==> config.mk <==
export PLATFORM = sky130hd
export DESIGN_NAME = fir_filter_selectable_taps
export DESIGN_NICKNAME = d
export VERILOG_FILES = /design/src/fsel_pkg.sv /design/src/fir_filter_selectable_taps.sv /design/src/fsel_mac.sv
export SDC_FILE = /design/constraint.sdc
export NUM_CORES = 2
export LEC_CHECK = 0
export ABC_AREA = 1
export BUFFER_PORTS_ARGS = -buffer_cell sky130_fd_sc_hd__buf_2
export CAP_MARGIN = 5
export CORE_UTILIZATION = 58
export CTS_CLUSTER_SIZE = 20
export DETAILED_ROUTE_END_ITERATION = 10
export HOLD_SLACK_MARGIN = 0.05
export PLACE_DENSITY = 0.72
export RECOVER_POWER = 25
export SLEW_MARGIN = 15
export SYNTH_ARGS = -nofsm -noshare
export SYNTH_HDL_FRONTEND = slang
export SYNTH_SLANG_ARGS = --single-unit
==> constraint.sdc <==
create_clock -name clk -period 6.2 [get_ports clk]
set_input_delay 1.24 -clock clk [delete_from_list [all_inputs] [get_ports clk]]
set_output_delay 1.24 -clock clk [all_outputs]
set_load 0.01 [all_outputs]
==> src/fsel_pkg.sv <==
`timescale 1ns / 1ps
package fsel_pkg;

  localparam int MAX_TAPS_DEF    = 75;
  localparam int SAMPLE_BITS_DEF = 16;
  localparam int COEF_BITS_DEF   = 18;
  localparam int ROM_FRAC        = 16;
  localparam int ROM_DEPTH       = 87;
  localparam int NUM_MODES       = 5;

  typedef enum logic [2:0] {
    MODE_SUM4 = 3'd0,
    MODE_LP17 = 3'd1,
    MODE_LP33 = 3'd2,
    MODE_LP41 = 3'd3,
    MODE_LP75 = 3'd4
  } mode_e_t;

  typedef enum logic [1:0] {
    ST_IDLE,
    ST_MAC,
    ST_DONE
  } state_t;

  typedef struct packed {
    logic signed [SAMPLE_BITS_DEF-1:0] sample_in;
    logic                              sample_last;
  } in_item_t;

  typedef struct packed {
    logic signed [SAMPLE_BITS_DEF-1:0] filtered_sample;
    logic                              result_last;
  } out_item_t;

  function automatic logic signed [17:0] coef_rom(input logic [6:0] a);
    logic signed [17:0] r;
    case (a)
      7'd0: r = 65536;   7'd1: r = 65536;
      7'd2: r = -723;    7'd3: r = -1093;   7'd4: r = -1088;   7'd5: r = -55;
      7'd6: r = 2311;    7'd7: r = 5781;    7'd8: r = 9546;    7'd9: r = 12475;
      7'd10: r = 13581;
      7'd11: r = -44;    7'd12: r = -184;   7'd13: r = -430;   7'd14: r = -663;
      7'd15: r = -636;   7'd16: r = -139;   7'd17: r = 729;    7'd18: r = 1429;
      7'd19: r = 1219;   7'd20: r = -236;   7'd21: r = -2304;  7'd22: r = -3393;
      7'd23: r = -1787;  7'd24: r = 3112;   7'd25: r = 10003;  7'd26: r = 16076;
      7'd27: r = 18496;
      7'd28: r = 464;    7'd29: r = 460;    7'd30: r = 579;    7'd31: r = 616;
      7'd32: r = 527;    7'd33: r = 291;    7'd34: r = -87;    7'd35: r = -565;
      7'd36: r = -1059;  7'd37: r = -1461;  7'd38: r = -1647;  7'd39: r = -1503;
      7'd40: r = -947;   7'd41: r = 46;     7'd42: r = 1436;   7'd43: r = 3112;
      7'd44: r = 4905;   7'd45: r = 6609;   7'd46: r = 8015;   7'd47: r = 8941;
      7'd48: r = 9264;
      7'd49: r = 386;    7'd50: r = 140;    7'd51: r = 121;    7'd52: r = 67;
      7'd53: r = -22;    7'd54: r = -139;   7'd55: r = -270;   7'd56: r = -397;
      7'd57: r = -497;   7'd58: r = -550;   7'd59: r = -538;   7'd60: r = -450;
      7'd61: r = -290;   7'd62: r = -69;    7'd63: r = 186;    7'd64: r = 439;
      7'd65: r = 649;    7'd66: r = 775;    7'd67: r = 783;    7'd68: r = 654;
      7'd69: r = 387;    7'd70: r = 2;      7'd71: r = -457;   7'd72: r = -927;
      7'd73: r = -1332;  7'd74: r = -1594;  7'd75: r = -1637;  7'd76: r = -1405;
      7'd77: r = -868;   7'd78: r = -27;    7'd79: r = 1080;   7'd80: r = 2383;
      7'd81: r = 3782;   7'd82: r = 5160;   7'd83: r = 6395;   7'd84: r = 7373;
      7'd85: r = 7999;   7'd86: r = 8216;
      default: r = '0;
    endcase
    return r;
  endfunction

  function automatic logic [6:0] set_base(input logic [2:0] m);
    logic [6:0] b;
    case (m)
      MODE_LP17: b = 7'd2;
      MODE_LP33: b = 7'd11;
      MODE_LP41: b = 7'd28;
      MODE_LP75: b = 7'd49;
      default:   b = 7'd0;
    endcase
    return b;
  endfunction

  function automatic logic [6:0] set_taps(input logic [2:0] m);
    logic [6:0] t;
    case (m)
      MODE_LP17: t = 7'd17;
      MODE_LP33: t = 7'd33;
      MODE_LP41: t = 7'd41;
      MODE_LP75: t = 7'd75;
      default:   t = 7'd4;
    endcase
    return t;
  endfunction

endpackage

==> src/fir_filter_selectable_taps.sv <==
`timescale 1ns / 1ps
// channel | ports                          | payload
// input   | in_valid, in_ready, in_item    | sample_in, sample_last
// output  | out_valid, out_ready, out_item | filtered_sample, result_last
// config  | cfg_we, cfg_data               | filter_mode
// A result is loaded into the output register after its item is taken and the
// n taps of an n-tap set (4 to 75) are summed by the single multiply-accumulate
// unit, reading one history entry per cycle; the next item is taken after that.
// A finished item waits while the output register holds a stalled item; no
// item is taken meanwhile.
// A mode write clears the history with a pass over all MAX_TAPS entries during
// which no item is accepted. Reset runs the same pass.
module fir_filter_selectable_taps #(
  parameter int MAX_TAPS    = fsel_pkg::MAX_TAPS_DEF,
  parameter int COEF_BITS   = fsel_pkg::COEF_BITS_DEF
) (
  input  logic                clk,
  input  logic                rst_n,
  input  logic                in_valid,
  output logic                in_ready,
  input  fsel_pkg::in_item_t  in_item,
  output logic                out_valid,
  input  logic                out_ready,
  output fsel_pkg::out_item_t out_item,
  input  logic                cfg_we,
  input  logic [2:0]          cfg_data
);

  localparam int SAMPLE_BITS = fsel_pkg::SAMPLE_BITS_DEF;
  localparam int AW   = $clog2(MAX_TAPS);
  localparam int CF   = COEF_BITS - 2;
  localparam int ACCW = 64;

  logic signed [SAMPLE_BITS-1:0] hist [MAX_TAPS];

  fsel_pkg::state_t state_r, state_nxt;
  logic [2:0]    mode_r;
  logic [AW-1:0] wpos_r, wpos_nxt;
  logic [AW-1:0] idx_r, idx_nxt;
  logic [6:0]    k_r, k_nxt;
  logic [2:0]    tail_r, tail_nxt;
  logic [AW:0]   clr_cnt_r;
  logic          clearing;
  logic [6:0]    full, n;
  logic [6:0]    h;
  logic [6:0]    base;
  logic          last_r;
  logic signed [SAMPLE_BITS-1:0] rd_r;
  logic          rd_v_r;
  logic signed [17:0] coef_r;
  logic          acc_clr;
  logic signed [ACCW-1:0] acc, rnd;
  logic signed [ACCW-CF-1:0] q;
  logic signed [SAMPLE_BITS-1:0] sat;
  logic          out_valid_r;
  fsel_pkg::out_item_t out_r;
  logic [AW-1:0] wr_addr;
  logic signed [SAMPLE_BITS-1:0] wr_data;
  logic          wr_en;
  logic          take;
  logic [AW-1:0] pos;

  assign clearing = (clr_cnt_r < (AW+1)'(MAX_TAPS));
  assign full = fsel_pkg::set_taps(mode_r);
  assign n    = (32'(full) < MAX_TAPS) ? full : 7'(MAX_TAPS);
  assign base = fsel_pkg::set_base(mode_r);
  assign pos  = (32'(wpos_r) >= 32'(n)) ? '0 : wpos_r;
  assign in_ready = (state_r == fsel_pkg::ST_IDLE) && !clearing && !cfg_we;
  assign take = in_valid && in_ready;

  always_ff @(posedge clk) begin
    if (!rst_n || cfg_we) begin
      clr_cnt_r <= '0;
    end else if (clearing) begin
      clr_cnt_r <= clr_cnt_r + 1'b1;
    end
  end

  always_comb begin
    wr_en   = clearing || take;
    wr_addr = clearing ? clr_cnt_r[AW-1:0] : pos;
    wr_data = clearing ? '0 : in_item.sample_in;
  end

  // history memory, one write and one registered read per cycle
  always_ff @(posedge clk) begin
    if (wr_en && (32'(wr_addr) < MAX_TAPS)) begin
      hist[wr_addr] <= wr_data;
    end
    rd_r <= hist[idx_r];
  end

  always_comb begin
    h = (k_r < full - 7'd1 - k_r) ? k_r : full - 7'd1 - k_r;
  end

  always_ff @(posedge clk) begin
    rd_v_r <= (state_r == fsel_pkg::ST_MAC) && (k_r < n);
    coef_r <= fsel_pkg::coef_rom(base + h);
  end

  fsel_mac #(.SAMPLE_BITS(SAMPLE_BITS), .COEF_BITS(COEF_BITS), .ACC_BITS(ACCW)) u_mac (
    .clk      (clk),
    .clr      (acc_clr),
    .en       (rd_v_r),
    .smp      (rd_r),
    .rom_coef (coef_r),
    .acc      (acc)
  );

  assign acc_clr = take;

  always_comb begin
    state_nxt = state_r;
    wpos_nxt  = wpos_r;
    idx_nxt   = idx_r;
    k_nxt     = k_r;
    tail_nxt  = tail_r;
    case (state_r)
      fsel_pkg::ST_IDLE: begin
        if (take) begin
          state_nxt = fsel_pkg::ST_MAC;
          idx_nxt   = pos;
          k_nxt     = '0;
          tail_nxt  = '0;
          wpos_nxt  = (pos == '0) ? AW'(n - 7'd1) : pos - 1'b1;
        end
      end
      fsel_pkg::ST_MAC: begin
        if (k_r < n) begin
          k_nxt   = k_r + 7'd1;
          idx_nxt = (32'(idx_r) + 1 >= 32'(n)) ? '0 : idx_r + 1'b1;
        end else begin
          tail_nxt = tail_r + 3'd1;
          if (tail_r == 3'd2) begin
            state_nxt = fsel_pkg::ST_DONE;
          end
        end
      end
      fsel_pkg::ST_DONE: begin
        if (!out_valid_r || out_ready) begin
          state_nxt = fsel_pkg::ST_IDLE;
        end
      end
      default: state_nxt = fsel_pkg::ST_IDLE;
    endcase
  end

  always_ff @(posedge clk) begin
    if (!rst_n) begin
      state_r <= fsel_pkg::ST_IDLE;
      mode_r  <= '0;
      wpos_r  <= '0;
      idx_r   <= '0;
      k_r     <= '0;
      tail_r  <= '0;
    end else if (cfg_we) begin
      mode_r  <= cfg_data;
      wpos_r  <= '0;
      state_r <= fsel_pkg::ST_IDLE;
    end else begin
      state_r <= state_nxt;
      wpos_r  <= wpos_nxt;
      idx_r   <= idx_nxt;
      k_r     <= k_nxt;
      tail_r  <= tail_nxt;
    end
  end

  always_ff @(posedge clk) begin
    if (take) begin
      last_r <= in_item.sample_last;
    end
  end

  always_comb begin
    rnd = acc + (ACCW'(1) <<< (CF - 1));
    q   = rnd[ACCW-1:CF];
    if (q > (ACCW-CF)'((64'sd1 <<< (SAMPLE_BITS - 1)) - 1)) begin
      sat = {1'b0, {(SAMPLE_BITS-1){1'b1}}};
    end else if (q < -((ACCW-CF)'(64'sd1 <<< (SAMPLE_BITS - 1)))) begin
      sat = {1'b1, {(SAMPLE_BITS-1){1'b0}}};
    end else begin
      sat = q[SAMPLE_BITS-1:0];
    end
  end

  always_ff @(posedge clk) begin
    if (!rst_n) begin
      out_valid_r <= 1'b0;
    end else if (state_r == fsel_pkg::ST_DONE && (!out_valid_r || out_ready)) begin
      out_valid_r <= 1'b1;
    end else if (out_ready) begin
      out_valid_r <= 1'b0;
    end
  end

  always_ff @(posedge clk) begin
    if (state_r == fsel_pkg::ST_DONE && (!out_valid_r || out_ready)) begin
      out_r.filtered_sample <= sat;
      out_r.result_last     <= last_r;
    end
  end

  assign out_valid = out_valid_r;
  assign out_item  = out_r;

endmodule

==> src/fsel_mac.sv <==
`timescale 1ns / 1ps
module fsel_mac #(
  parameter int SAMPLE_BITS = fsel_pkg::SAMPLE_BITS_DEF,
  parameter int COEF_BITS   = fsel_pkg::COEF_BITS_DEF,
  parameter int ACC_BITS    = 64
) (
  input  logic                          clk,
  input  logic                          clr,
  input  logic                          en,
  input  logic signed [SAMPLE_BITS-1:0] smp,
  input  logic signed [17:0]            rom_coef,
  output logic signed [ACC_BITS-1:0]    acc
);

  localparam int CF = COEF_BITS - 2;
  localparam int SH = (fsel_pkg::ROM_FRAC > CF) ? fsel_pkg::ROM_FRAC - CF : 0;
  localparam int UP = (CF > fsel_pkg::ROM_FRAC) ? CF - fsel_pkg::ROM_FRAC : 0;

  logic signed [COEF_BITS-1:0]             coef;
  logic signed [SAMPLE_BITS+COEF_BITS-1:0] prod_r;
  logic                                    prod_v_r;
  logic signed [ACC_BITS-1:0]              acc_r;
  logic signed [49:0]                      wide;
  logic signed [49:0]                      mag;
  logic signed [49:0]                      half;

  always_comb begin
    half = (SH > 0) ? (50'sd1 <<< (SH > 0 ? SH - 1 : 0)) : 50'sd0;
    wide = 50'(rom_coef);
    mag  = (wide < 0) ? -wide : wide;
    if (SH > 0) begin
      mag = (mag + half) >>> SH;
      coef = COEF_BITS'((wide < 0) ? -mag : mag);
    end else begin
      coef = COEF_BITS'(wide <<< UP);
    end
  end

  always_ff @(posedge clk) begin
    prod_r   <= smp * coef;
    prod_v_r <= en;
    if (clr) begin
      acc_r <= '0;
    end else if (prod_v_r) begin
      acc_r <= acc_r + ACC_BITS'(prod_r);
    end
  end

  assign acc = acc_r;

endmodule

==> results.json <==
{
  "die_area_um2": 129000,
  "grt_overflow": 0,
  "cp_common_cell": "fa_1",
  "nets": 8035,
  "crit_chain": "buf_4 -> nand2_1 -> fa_1 -> inv_1 -> fa_1 -> buf_4 -> fa_1 -> fa_1 -> inv_1 -> fa_1 -> fa_1 -> inv_1 -> ha_1 -> inv_1 -> nor3_1 -> nand4_1 -> inv_1 -> nand4_1 -> nand3_1 -> xor2_1",
  "worst_slack_ns": 0.357,
  "drt-total-wl_um": 211000,
  "nFillCells": 10000,
  "fin_crit_sh_pct": 94.2,
  "synth_cell_types": 61,
  "cap_violations": 16,
  "cts_made_buffers": 144,
  "synth_edf_count": 1218,
  "critical_path_required_ns": 6.90,
  "drive_gt1_share_pct": 6.70,
  "antenna_found_initial": 2,
  "worstHoldPathType": "reg -> reg",
  "h-tree-depth": 4,
  "synth_flop_cell": "edfxtp_1",
  "drtAntennaViolNets": 0,
  "ir_drop_v": 0.000475,
  "yosysWarnings": 0,
  "synth_nets": 8010,
  "core_area_um2": 126000,
  "ctsHoldBuffers": 0,
  "synth_mux_area_share_pct": 0,
  "drtIter0Drc": 6259,
  "clock_sinks": 1389,
  "crit_family": "adder cells",
  "drt-pass1-iter-count": 6,
  "cp-end-kind": "flop",
  "diodes": 0,
  "regArea_um2": 40000,
  "power_density_nw_per_um2": 349,
  "die_y_um": 359,
  "slowest_delay_ns": 0.62,
  "grt_pass1_wl_um": 321000,
  "power.leakage_nw": 33.1,
  "initial_utilization_pct": 58.7,
  "cp_slowest_cell": "fa_1",
  "multi_input_area_um2": 29100,
  "tightestPinTransition_ns": 3.16,
  "dpl_worst_slack_ns": 0.186,
  "num_rows": 130,
  "synth-adder-area-share_pct": 11.5,
  "hpwl_um": 136000,
  "yosysSeqAreaShare_pct": 54.0,
  "syn_inst": 7483,
  "cts_buffer_depth": 3,
  "maxSlewViolCount": 809,
  "synthToLayoutAreaGrowth_pct": 9.70,
  "synth_simple_gate_area_share_pct": 14.3,
  "synth_compound_area_share_pct": 12.3,
  "path_clk_slew_ns": 0.07,
  "synth_xor_area_share_pct": 1.21,
  "status": "finished with violations",
  "finalHoldViolCount": 0,
  "grt_max_degree": 185,
  "crit_fanout": 17,
  "cp-start-kind": "flop",
  "fin_tns_setup_ns": 0,
  "setup_viol": 0,
  "io_buffers": 43,
  "fmax_mhz": 171,
  "violations": "max-capacitance violations, max-slew violations",
  "period_needed_ns": 5.84,
  "pin_count": 44,
  "routed_via_density": 6.02,
  "async_flop_share_pct": 0,
  "drcViolationCount": 0,
  "cts_root_buf": "clkbuf_16",
  "cts_tree": "yes",
  "crit_type": "reg -> reg",
  "path_buf_inv": 7,
  "synth_top_family_by_area": "simple AND/OR/NAND/NOR gates",
  "grt_usage_pct": 32.4,
  "syn_area_per_cell_um2": 9.90,
  "clock_skew_ns": 0.0605,
  "chipWidth_um": 359,
  "synth-seq-cells": 1389,
  "slew_headroom_pct": -110,
  "synth.cell_area_um2": 74000,
  "grt_pass1_vias": 53800,
  "clk_latency_ns": 0.79,
  "drt-wirelength-per-cell_um": 22.7,
  "vias": 55800,
  "worstPathArrival_ns": 6.55,
  "gp_congestion": 1.00
}
metrics by stage:
step	area (µm²)	total power [W]	hold WS, ns	util, %	std cells
global placement	76700	0.0199	0.318	60.8	9006
floorplan	74000	0.0175	0.310	-	7483
finish	81200	0.0283	0.329	64.4	9272
detailed placement	76700	0.0200	0.325	60.9	9007
CTS	81300	0.0284	0.335	64.5	9267
global route	81200	0.0302	0.342	64.4	9272
report_power, final:
group	internal (W)	switching [W]	leakage [nW]
combinational	0.00346	0.00586	18.1
clock	0.00468	0.00377	2.24
sequential	0.0103	0.000245	12.7
total	0.0184	0.00988	33.1
area by class of cell:
type / count / share of cell area, %
Timing Repair Buffer: 242 / 2.23
Clock inverter: 84 / 1.01
Tap cell: 1650 / 2.54
Sequential cell: 1389 / 49.3
Timing Repair inverter: 2 / 0.0154
Inverter: 941 / 4.38
Multi-Input combinational cell: 4788 / 35.9
Clock buffer: 176 / 4.68
logic make-up (layout without fill, tap and decap cells):
logic type | after synthesis | count (layout)
AOI/OAI and AO/OA | 1563 | 1563
xor gates and xnor gates | 102 | 102
adders and majority gates | 502 | 502
buffers and inverters | 1306 | 1445
DFF | 1389 | 1389
and+or+nand+nor | 2621 | 2621
layer usage:
layer	up-vias	part of all wire, %	track usage (%)
met5	-	0	0
met4	0	4.7	15.1
met3	516	8.3	4.54
met2	2686	48	52.6
met1	27100	39	43.4
li1	25500	-	-
Yosys cell counts (4+ instances only):
library cell     n  area share, %
xnor2_1         32           0.38
xor2_1          70           0.83
clkinv_1         7          0.035
o31ai_1          5          0.051
or2_2           15           0.13
o21ai_0        699            4.7
nand2_1       1277            6.5
ha_1           209            3.5
inv_2           11          0.056
buf_1           24           0.12
nand2_2          5          0.042
fa_1           293            7.9
a31oi_1         38           0.32
o22ai_1        238            2.0
o32ai_1          4          0.047
nor2_1         951            4.8
o21a_1          14           0.14
buf_2           27           0.18
nor2_2           9          0.076
a21oi_1        317            2.1
nor3_1          29           0.20
inv_1          922            4.7
nand3_1        243            1.6
a211oi_1         6          0.061
a21o_1          14           0.14
dfxtp_1        171            4.6
nor4_1          10          0.084
o211ai_1        23           0.23
nand3_4          8           0.19
edfxtp_1      1218             49
nand3b_1        14           0.14
nand4_1         47           0.40
clkbuf_1       310            1.6
o221ai_1       151            1.8
o21bai_1        30           0.30
final timing paths:
kind / start / to / slack (ns) / depth (start not counted)
max: rd_r[6]$_DFF_P_ / u_mac.prod_r[33]$_DFF_P_ / 0.36 / 20
min: rd_v_r$_DFF_P_ / u_mac.prod_v_r$_DFF_P_ / 0.33 / 0
max reg2reg: rd_r[6]$_DFF_P_ / u_mac.prod_r[33]$_DFF_P_ / 0.36 / 20
min reg2reg: rd_v_r$_DFF_P_ / u_mac.prod_v_r$_DFF_P_ / 0.33 / 0
cell usage in the layout, fill, tap and decap left out, drive strengths merged, types with 73 or more instances in the layout:
| cell type | count |
|---|---|
| o22ai | 238 |
| nor2 | 962 |
| o21ai | 705 |
| inv | 940 |
| a21oi | 320 |
| clkinv | 73 |
| clkbuf | 208 |
| buf | 210 |
| ha | 209 |
| nand3 | 251 |
| dfxtp | 171 |
| fa | 293 |
| nand2 | 1283 |
| edfxtp | 1218 |
| o221ai | 151 |
what timing repair did:
action | CTS | global route
gates resized for setup | 0 | 20
endpoints found under the setup margin | 0 | 24
buffers inserted | 0 | 3
endpoints found under the hold margin | 0 | 0
state kept, by name, indices dropped and copies added (netlist names):
register,flops
clr_cnt_r,8
coef_r,17
hist,1200
idx_r,7
k_r,7
last_r,1
mode_r,3
out_item,17
out_valid,1
rd_r,16
rd_v_r,1
state_r,2
tail_r,3
u_mac.acc,64
u_mac.prod_r,34
u_mac.prod_v_r,1
wpos_r,7
Power figures use the tool's default switching activity.
